## src/rtl/dss_pkg.sv

```systemverilog
// ----------------------------------------------------------------------------
// dss_pkg: shared types and constants of the disk seek scheduler
// Word formats, chain cell entry, chain control and register/mode codes.
// ----------------------------------------------------------------------------
package dss_pkg;

    // field widths
    localparam int TRACK_BITS = 12;
    localparam int KEY_BITS   = TRACK_BITS + 1;
    localparam int SEEK_BITS  = 18;

    // default request buffer depth
    localparam int QUEUE_DEPTH_DEF = 16;

    // configuration register indexes
    localparam logic [1:0] CFG_START_TRACK = 2'd0;
    localparam logic [1:0] CFG_SWEEP_UP    = 2'd1;
    localparam logic [1:0] CFG_ALGORITHM   = 2'd2;
    localparam logic [1:0] CFG_LAST_TRACK  = 2'd3;

    // scheduling algorithm codes
    localparam logic [1:0] ALG_FCFS = 2'd0;
    localparam logic [1:0] ALG_SCAN = 2'd1;
    localparam logic [1:0] ALG_LOOK = 2'd2;

    // input word
    typedef struct packed {
        logic [TRACK_BITS-1:0] track;
        logic                  final_req;
    } in_word_t;

    // output word
    typedef struct packed {
        logic [TRACK_BITS-1:0] visited;
        logic [SEEK_BITS-1:0]  seek_total;
        logic                  end_of_batch;
        logic                  dropped;
    } out_word_t;

    // one cell of a chain: sort key plus the track it stands for
    typedef struct packed {
        logic                  valid;
        logic [KEY_BITS-1:0]   key;
        logic [TRACK_BITS-1:0] track;
    } entry_t;

    // chain operation for one cycle (at most one set)
    typedef struct packed {
        logic push;    // shift up, new entry into cell 0
        logic insert;  // ordered insert of the new entry
        logic pop;     // shift down, cell 0 leaves
    } chain_ctl_t;

endpackage

```

## src/rtl/disk_seek_scheduler_top.sv

```systemverilog
// ----------------------------------------------------------------------------
// disk_seek_scheduler_top: FCFS / SCAN / LOOK disk seek scheduler
// Serves FCFS requests at once, or buffers a SCAN / LOOK batch and plays back the visit order.
// ----------------------------------------------------------------------------
// Usage:
//   in_valid/in_stall/in_data carry request words (track, final_req);
//   out_valid/out_stall/out_data carry visit words. The cfg_we port writes
//   start_track, sweep_up, algorithm and last_track; the user must do so
//   only between batches, which the block itself does not enforce.
//   FCFS: one request per cycle, each visit word registered in the cycle
//   after its request; a waiting visit word holds the input only while
//   out_stall keeps the output register full.
//   SCAN / LOOK: requests load into a request stack (no output); those past
//   QUEUE_DEPTH are dropped. After the final request the stack is drained
//   into a sorted insertion chain, one request per cycle, then visit words
//   leave at one per cycle unless out_stall holds them: one word per stored
//   request plus the SCAN edge word when taken. Input is stalled from the
//   final request until the last visit word has entered the output register.
//   Reset empties both chains and the output register; registers return
//   to start_track 0, sweep_up 1, FCFS, last_track all ones. No clearing
//   pass is needed. Back pressure freezes the output register and playback,
//   and in FCFS also stalls the input.
// ----------------------------------------------------------------------------
module disk_seek_scheduler_top
    import dss_pkg::*;
#(
    parameter int QUEUE_DEPTH = QUEUE_DEPTH_DEF
)
(
    input  logic                  clk,
    input  logic                  rst_n,
    input  logic                  in_valid,
    output logic                  in_stall,
    input  in_word_t              in_data,
    output logic                  out_valid,
    input  logic                  out_stall,
    output out_word_t             out_data,
    input  logic                  cfg_we,
    input  logic [1:0]            cfg_index,
    input  logic [TRACK_BITS-1:0] cfg_wdata
);

    localparam int CNT_W = $clog2(QUEUE_DEPTH + 1);
    localparam logic [CNT_W-1:0] CNT_FULL = CNT_W'(QUEUE_DEPTH);

    localparam logic [1:0] ST_LOAD = 2'd0;
    localparam logic [1:0] ST_SORT = 2'd1;
    localparam logic [1:0] ST_EMIT = 2'd2;

    // saturating seek accumulate
    function automatic logic [SEEK_BITS-1:0] seek_add(
        input logic [SEEK_BITS-1:0]  s,
        input logic [TRACK_BITS-1:0] a,
        input logic [TRACK_BITS-1:0] b
    );
        logic [TRACK_BITS-1:0] d;
        logic [SEEK_BITS:0]    sum;
        d   = (a > b) ? (a - b) : (b - a);
        sum = {1'b0, s} + (SEEK_BITS + 1)'(d);
        return sum[SEEK_BITS] ? '1 : sum[SEEK_BITS-1:0];
    endfunction

    // configuration registers
    logic [TRACK_BITS-1:0] start_reg;
    logic                  sweep_up_reg;
    logic [1:0]            alg_reg;
    logic [TRACK_BITS-1:0] last_track_reg;

    // batch state
    logic [1:0]            state_reg,  state_next;
    logic                  open_reg,   open_next;
    logic [1:0]            mode_reg,   mode_next;
    logic [TRACK_BITS-1:0] head_reg,   head_next;
    logic [SEEK_BITS-1:0]  seek_reg,   seek_next;
    logic [CNT_W-1:0]      count_reg,  count_next;
    logic                  ovf_reg,    ovf_next;
    logic                  up_reg,     up_next;
    logic [TRACK_BITS-1:0] edge_reg,   edge_next;
    logic                  edone_reg,  edone_next;

    // output register
    logic                  out_valid_reg, out_valid_next;
    out_word_t             out_data_reg,  out_data_next;

    // chains
    chain_ctl_t            raw_ctl, srt_ctl;
    entry_t                raw_head, srt_head;
    logic                  raw_second, srt_second;
    logic [KEY_BITS-1:0]   srt_key;

    // per-item helpers
    logic                  can_load;
    logic                  in_acc;
    logic [1:0]            mode_now;
    logic                  buffered_now;
    logic [TRACK_BITS-1:0] eff_head;
    logic [SEEK_BITS-1:0]  eff_seek;
    logic [CNT_W-1:0]      eff_count;
    logic                  eff_ovf;
    logic                  is_scan;
    logic                  grp;
    logic                  edge_want;
    logic                  edge_after;

    assign can_load     = !out_valid_reg || !out_stall;
    assign mode_now     = open_reg ? mode_reg :
                          ((alg_reg == ALG_SCAN || alg_reg == ALG_LOOK) ? alg_reg : ALG_FCFS);
    assign buffered_now = (mode_now != ALG_FCFS);
    assign in_stall     = (state_reg != ST_LOAD) || (!buffered_now && !can_load);
    assign in_acc       = in_valid && !in_stall;

    // batch values as seen by the item at hand (a new batch starts fresh)
    assign eff_head  = open_reg ? head_reg  : start_reg;
    assign eff_seek  = open_reg ? seek_reg  : '0;
    assign eff_count = open_reg ? count_reg : '0;
    assign eff_ovf   = open_reg && ovf_reg;

    assign is_scan = (mode_reg == ALG_SCAN);

    // served-order key: first sweep group 0, then the reversed group 1
    always_comb
    begin
        if (up_reg)
            grp = (raw_head.track < head_reg);
        else
            grp = (raw_head.track > head_reg);
        srt_key = {grp, ((up_reg == grp) ? ~raw_head.track : raw_head.track)};
    end

    // SCAN edge still to visit from the current head / from the head track
    assign edge_want  = is_scan && !edone_reg &&
                        (up_reg ? (head_reg < edge_reg) : (head_reg != '0));
    assign edge_after = is_scan && !edone_reg &&
                        (up_reg ? (srt_head.track < edge_reg) : (srt_head.track != '0));

    // request stack and sorted chain
    dss_chain #(.DEPTH(QUEUE_DEPTH)) u_raw (
        .clk          (clk),
        .rst_n        (rst_n),
        .ctl          (raw_ctl),
        .new_key      ({1'b0, in_data.track}),
        .new_track    (in_data.track),
        .head         (raw_head),
        .second_valid (raw_second)
    );

    dss_chain #(.DEPTH(QUEUE_DEPTH)) u_srt (
        .clk          (clk),
        .rst_n        (rst_n),
        .ctl          (srt_ctl),
        .new_key      (srt_key),
        .new_track    (raw_head.track),
        .head         (srt_head),
        .second_valid (srt_second)
    );

    // control and datapath
    always_comb
    begin
        state_next     = state_reg;
        open_next      = open_reg;
        mode_next      = mode_reg;
        head_next      = head_reg;
        seek_next      = seek_reg;
        count_next     = count_reg;
        ovf_next       = ovf_reg;
        up_next        = up_reg;
        edge_next      = edge_reg;
        edone_next     = edone_reg;
        raw_ctl        = '0;
        srt_ctl        = '0;
        out_data_next  = out_data_reg;
        out_valid_next = out_valid_reg && out_stall;

        unique case (state_reg)
            ST_LOAD:
            begin
                if (in_acc)
                begin
                    open_next  = !in_data.final_req;
                    mode_next  = mode_now;
                    head_next  = eff_head;
                    seek_next  = eff_seek;
                    count_next = eff_count;
                    ovf_next   = eff_ovf;
                    if (!buffered_now)
                    begin
                        // FCFS: serve at once
                        head_next      = in_data.track;
                        seek_next      = seek_add(eff_seek, eff_head, in_data.track);
                        out_valid_next = 1'b1;
                        out_data_next  = '{visited:      in_data.track,
                                           seek_total:   seek_next,
                                           end_of_batch: in_data.final_req,
                                           dropped:      1'b0};
                    end
                    else
                    begin
                        if (eff_count < CNT_FULL)
                        begin
                            raw_ctl.push = 1'b1;
                            count_next   = eff_count + 1'b1;
                        end
                        else
                            ovf_next = 1'b1;
                        if (in_data.final_req)
                        begin
                            up_next    = sweep_up_reg;
                            edge_next  = last_track_reg;
                            edone_next = 1'b0;
                            state_next = ST_SORT;
                        end
                    end
                end
            end

            ST_SORT:
            begin
                // move one request per cycle into the sorted chain
                if (raw_head.valid)
                begin
                    raw_ctl.pop    = 1'b1;
                    srt_ctl.insert = 1'b1;
                    if (!raw_second)
                        state_next = ST_EMIT;
                end
                else
                    state_next = ST_EMIT;
            end

            ST_EMIT:
            begin
                if (can_load)
                begin
                    out_valid_next = 1'b1;
                    out_data_next.dropped = ovf_reg;
                    if (srt_head.valid && !srt_head.key[KEY_BITS-1])
                    begin
                        // first sweep
                        srt_ctl.pop = 1'b1;
                        head_next   = srt_head.track;
                        seek_next   = seek_add(seek_reg, head_reg, srt_head.track);
                        out_data_next.visited      = srt_head.track;
                        out_data_next.seek_total   = seek_next;
                        out_data_next.end_of_batch = !srt_second && !edge_after;
                    end
                    else if (edge_want)
                    begin
                        // SCAN run to the disk edge
                        edone_next = 1'b1;
                        head_next  = up_reg ? edge_reg : '0;
                        seek_next  = seek_add(seek_reg, head_reg, head_next);
                        out_data_next.visited      = head_next;
                        out_data_next.seek_total   = seek_next;
                        out_data_next.end_of_batch = !srt_head.valid;
                    end
                    else
                    begin
                        // return sweep
                        edone_next  = 1'b1;
                        srt_ctl.pop = 1'b1;
                        head_next   = srt_head.track;
                        seek_next   = seek_add(seek_reg, head_reg, srt_head.track);
                        out_data_next.visited      = srt_head.track;
                        out_data_next.seek_total   = seek_next;
                        out_data_next.end_of_batch = !srt_second;
                    end
                    if (out_data_next.end_of_batch)
                        state_next = ST_LOAD;
                end
            end

            default:
            begin
                state_next = ST_LOAD;
            end
        endcase
    end

    // configuration writes
    always_ff @(posedge clk or negedge rst_n)
    begin
        if (!rst_n)
        begin
            start_reg      <= '0;
            sweep_up_reg   <= 1'b1;
            alg_reg        <= ALG_FCFS;
            last_track_reg <= '1;
        end
        else if (cfg_we)
        begin
            unique case (cfg_index)
                CFG_START_TRACK: start_reg      <= cfg_wdata;
                CFG_SWEEP_UP:    sweep_up_reg   <= cfg_wdata[0];
                CFG_ALGORITHM:   alg_reg        <= cfg_wdata[1:0];
                CFG_LAST_TRACK:  last_track_reg <= cfg_wdata;
                default:         alg_reg        <= alg_reg;
            endcase
        end
    end

    // control state
    always_ff @(posedge clk or negedge rst_n)
    begin
        if (!rst_n)
        begin
            state_reg     <= ST_LOAD;
            open_reg      <= 1'b0;
            mode_reg      <= ALG_FCFS;
            count_reg     <= '0;
            ovf_reg       <= 1'b0;
            edone_reg     <= 1'b0;
            out_valid_reg <= 1'b0;
        end
        else
        begin
            state_reg     <= state_next;
            open_reg      <= open_next;
            mode_reg      <= mode_next;
            count_reg     <= count_next;
            ovf_reg       <= ovf_next;
            edone_reg     <= edone_next;
            out_valid_reg <= out_valid_next;
        end
    end

    // payload
    always_ff @(posedge clk)
    begin
        head_reg     <= head_next;
        seek_reg     <= seek_next;
        up_reg       <= up_next;
        edge_reg     <= edge_next;
        out_data_reg <= out_data_next;
    end

    assign out_valid = out_valid_reg;
    assign out_data  = out_data_reg;

endmodule

```

## src/rtl/dss_cell.sv

```systemverilog
// ----------------------------------------------------------------------------
// dss_cell: one cell of a shift / insertion chain
// Holds one entry; takes its left or right neighbor, or the broadcast entry.
// ----------------------------------------------------------------------------
module dss_cell
    import dss_pkg::*;
(
    input  logic                  clk,
    input  logic                  rst_n,
    input  chain_ctl_t            ctl,
    input  logic [KEY_BITS-1:0]   new_key,
    input  logic [TRACK_BITS-1:0] new_track,
    input  entry_t                left,
    input  logic                  left_gt,
    input  entry_t                right,
    output entry_t                cur,
    output logic                  gt
);

    logic                  valid_reg;
    logic                  valid_next;
    logic [KEY_BITS-1:0]   key_reg;
    logic [KEY_BITS-1:0]   key_next;
    logic [TRACK_BITS-1:0] track_reg;
    logic [TRACK_BITS-1:0] track_next;

    // empty cells count as larger than anything
    assign gt = !valid_reg || (key_reg > new_key);

    assign cur = '{valid: valid_reg, key: key_reg, track: track_reg};

    // next entry
    always_comb
    begin
        valid_next = valid_reg;
        key_next   = key_reg;
        track_next = track_reg;
        if (ctl.push)
        begin
            valid_next = left.valid;
            key_next   = left.key;
            track_next = left.track;
        end
        else if (ctl.pop)
        begin
            valid_next = right.valid;
            key_next   = right.key;
            track_next = right.track;
        end
        else if (ctl.insert && gt)
        begin
            if (left_gt)
            begin
                valid_next = left.valid;
                key_next   = left.key;
                track_next = left.track;
            end
            else
            begin
                valid_next = 1'b1;
                key_next   = new_key;
                track_next = new_track;
            end
        end
    end

    always_ff @(posedge clk or negedge rst_n)
    begin
        if (!rst_n)
            valid_reg <= 1'b0;
        else
            valid_reg <= valid_next;
    end

    always_ff @(posedge clk)
    begin
        key_reg   <= key_next;
        track_reg <= track_next;
    end

endmodule

```

## src/rtl/dss_chain.sv

```systemverilog
// ----------------------------------------------------------------------------
// dss_chain: row of cells forming a stack / sorted insertion chain
// Cell 0 is the output end; entries are kept packed from cell 0 up.
// ----------------------------------------------------------------------------
module dss_chain
    import dss_pkg::*;
#(
    parameter int DEPTH = QUEUE_DEPTH_DEF
)
(
    input  logic                  clk,
    input  logic                  rst_n,
    input  chain_ctl_t            ctl,
    input  logic [KEY_BITS-1:0]   new_key,
    input  logic [TRACK_BITS-1:0] new_track,
    output entry_t                head,
    output logic                  second_valid
);

    entry_t cells [DEPTH];
    logic   gts   [DEPTH];

    genvar i;
    generate
        for (i = 0; i < DEPTH; i++)
        begin : g_cell
            entry_t left_e;
            entry_t right_e;
            logic   left_gt_e;

            // cell 0 sees the new entry as its left neighbor
            if (i == 0)
            begin : g_first
                assign left_e    = '{valid: 1'b1, key: new_key, track: new_track};
                assign left_gt_e = 1'b0;
            end
            else
            begin : g_inner
                assign left_e    = cells[i-1];
                assign left_gt_e = gts[i-1];
            end

            // top cell takes an empty entry on pop
            if (i == DEPTH - 1)
            begin : g_last
                assign right_e = '0;
            end
            else
            begin : g_below
                assign right_e = cells[i+1];
            end

            dss_cell u_cell (
                .clk       (clk),
                .rst_n     (rst_n),
                .ctl       (ctl),
                .new_key   (new_key),
                .new_track (new_track),
                .left      (left_e),
                .left_gt   (left_gt_e),
                .right     (right_e),
                .cur       (cells[i]),
                .gt        (gts[i])
            );
        end
    endgenerate

    assign head         = cells[0];
    assign second_valid = cells[1].valid;

endmodule

```

## config.mk

```make
export PLATFORM = sky130hd
export DESIGN_NAME = disk_seek_scheduler_top
export DESIGN_NICKNAME = d
export VERILOG_FILES = /design/src/rtl/dss_pkg.sv /design/src/rtl/disk_seek_scheduler_top.sv /design/src/rtl/dss_cell.sv /design/src/rtl/dss_chain.sv
export SDC_FILE = /design/constraint.sdc
export NUM_CORES = 2
export LEC_CHECK = 0
export BUFFER_PORTS_ARGS = -buffer_cell sky130_fd_sc_hd__buf_2
export CAP_MARGIN = 10
export CORE_ASPECT_RATIO = 1.4
export CORE_UTILIZATION = 62
export CTS_CLUSTER_SIZE = 30
export DETAILED_ROUTE_END_ITERATION = 10
export PLACE_DENSITY_LB_ADDON = 0.08
export SYNTH_ARGS = -nofsm -noshare
export SYNTH_HDL_FRONTEND = slang
export SYNTH_SLANG_ARGS = --single-unit
```

## constraint.sdc

```tcl
create_clock -name clk -period 11.15 [get_ports clk]
set_input_delay 1.6725 -clock clk [delete_from_list [all_inputs] [get_ports clk]]
set_output_delay 1.6725 -clock clk [all_outputs]
set_load 0.02 [all_outputs]
```

==> impl_metrics.ini <==
[outcome]
outcome = finished, final reports clean

[logic_synthesis]
yosysUniqueCellTypes = 93
ys_seq_area_frac = 0.469
synth_area_leaders = edfxtp_1, ha_1, nand2_1
synth_seq_cells = 739
yosys_warnings = 0
synth_area_um2 = 46100
ys_async_sr_fraction = 0.0974
synth_largest_area_cell = edfxtp_1
syn-num-nets = 5060
netlist_instances = 4671
synth-edff-count = 642
yosysTopAreaCellShare = 0.418
ys_dominant_reg_cell = edfxtp_1
avgSynthCellArea_um2 = 9.86

[sta]
hold_viol = 0
fin_crit_ns = 6.94
worstMarginPinSlew_ns = 1.35
max_freq_mhz = 144
slew_headroom = 0.0938
fin_crit_sh = 0.623
rsz0062_at_grt = false
finalClockSkew_ns = 0.0318
setup-violations-final = 0
slew_viol_final = 0
tns_ns = 0

[worst_setup_path]
cp-start-kind = register
crit_fanout = 35
path_class = reg -> reg
critPathCaptureType = register
arrival_ns = 7.33
crit_required_ns = 11.54

[final_layout]
area_growth_pct = 7.98
fin_nets = 4988
layout-drive-gt1-share = 0.0812
largest_reg_flops = 208
fillCellCount = 5801

[clocking]
max-clock-path-buffers = 3
hold_buffers = 0
post_cts.repair.setup_buffers = 0
cts-root-buf = clkbuf_16
clkSinkCount = 739
cts_tree = done
path_clk_slew_ns = 0.07
cts.repair.resized = 0
clk_latency_ns = 0.66
cts_buffers = 79
htree_levels = 3

[place]
globalplace.congestion = 1.01
place_hpwl_um = 92700
port_buffers = 65

[die]
core_area_um2 = 73200
pin_count = 66
num_rows = 117
die_y_um = 325
start_util = 0.629
die_area_um2 = 75400
die-width_um = 232

[drt]
num_vias = 35100
drc = 0
wl_um = 129000
wl_per_cell_um = 22.9
viasPerCell = 6.25
drtIter0Drc = 3434
drt_pass1_iterations = 6
antenna_left = 0

[flow_run]
drv_cap = 0

[worst_hold_path]
hold_path.class = reg -> reg

[global_routing]
grt_use_total = 0.341
grt_pass1_wl_um = 198000
grt_pass1_vias = 33900
antenna_found_initial = 0
grt_start_max_net_pins = 269
grt_overflow = 0
## kinds of logic (layout without fill, tap and decap cells)
kind of cell	count (synthesis)	count (layout)	share of synthesized area
AND/OR/NAND/NOR	1571	1571	0.143
AO/OA/AOI/OAI	1053	1053	0.135
flip-flops	739	739	0.469
multiplexers	447	447	0.0983
buffers and inverters	432	427	0.0386
adder cells (fa/ha/maj)	357	357	0.0984
XOR/XNOR	72	72	0.0181
other	0	1	0
## path summary, 6_finish.rpt
| check | start | to | slack (ns) | cells after the start |
|---|---|---|---|---|
| setup / recovery | open_reg | out_data[17] | 4.21 | 20 |
| hold / removal | mode_reg[0] | mode_reg[0] | 0.49 | 2 |
| setup reg to reg | open_reg | out_data[17] | 4.21 | 20 |
| hold reg to reg | mode_reg[0] | mode_reg[0] | 0.49 | 2 |
| max in group asynchronous | rst_n | start_reg[10] | 9.14 | 2 |
| min in group asynchronous | rst_n | u_srt.g_cell[15].u_cell.valid_reg | 1.01 | 1 |
## synthesized netlist by cell type (all sizes together) (24+ instances only)
cell type,n
a211oi,42
o21a,34
nand4,50
xnor2,47
nor2b,34
nor3,32
edfxtp,642
inv,143
mux2i,405
o21ai,536
and2,24
a21oi,186
clkbuf,157
mux2,42
dfrtp,59
a31oi,42
nand2,1121
xor2,25
buf,132
dfxtp,25
nand3,48
nor2,170
ha,348
a21o,68
## cell type report
class	instances	area (um^2)	area share
flip-flops and latches	739	21600	0.434
well taps	952	1190	0.0239
multi-input cells	3500	23000	0.462
inverters	143	537	0.0108
clock inverters	36	309	0.00621
repair buffers	136	918	0.0185
clock buffers	112	2220	0.0447
diodes	1	2.50	0.0000503
## layout by cell type, fill, tap and decap left out, types with 47 or more instances in the layout
cell type and instances:
buf_4 67, clkbuf_16 82, nand2_1 1118, a21o_1 68, nand3_1 47, nand4_1 49, buf_2 64, edfxtp_1 642
a21oi_1 175, o21ai_1 288, mux2i_1 404, dfrtp_1 59, inv_1 133, o21ai_0 242, nor2_1 167, ha_1 348
## metal layers
layer / routed length (um) / global-route usage / share of wire
met3: 7390 / 0.0468 / 0.057
met5: 0 / 0 / 0
met2: 61400 / 0.555 / 0.48
met1: 52100 / 0.432 / 0.40
met4: 7860 / 0.199 / 0.061
## worst max-delay path: stages, from the launching register on
cell       delay (ns)
dfrtp_1          0.53
buf_4            0.48
mux2i_1          0.56
inv_1            0.10
ha_1             0.43
nand4_1          0.12
or3_1            0.44
o311ai_1         0.16
nand2_1          0.52
mux2i_1          0.27
a221o_1          0.36
a21oi_1          0.19
xnor2_1          0.17
ha_1             0.35
a211o_1          0.36
a2111oi_0        0.36
a21bo_2          0.30
nand4b_1         0.48
nand2_1          0.15
a41oi_1          0.22
o21ai_0          0.10
## through the flow
| stage | setup WS, ns | instances | instance area (um^2) | hold WS, ns | utilization |
|---|---|---|---|---|---|
| 6_report | 4.21 | 5619 | 49800 | 0.488 | 0.680 |
| 3_3_place_gp | 4.08 | 5468 | 47200 | 0.478 | 0.645 |
| 2_1_floorplan | 3.85 | 4671 | 46100 | 0.453 | - |
| 5_1_grt | 3.87 | 5618 | 49700 | 0.499 | 0.680 |
| 4_1_cts | 4.31 | 5616 | 49700 | 0.488 | 0.679 |
| 3_5_place_dp | 3.99 | 5468 | 47200 | 0.475 | 0.645 |
Power is not shown: default switching activity piles up to over one toggle a cycle in this logic, so the estimate is an artifact.
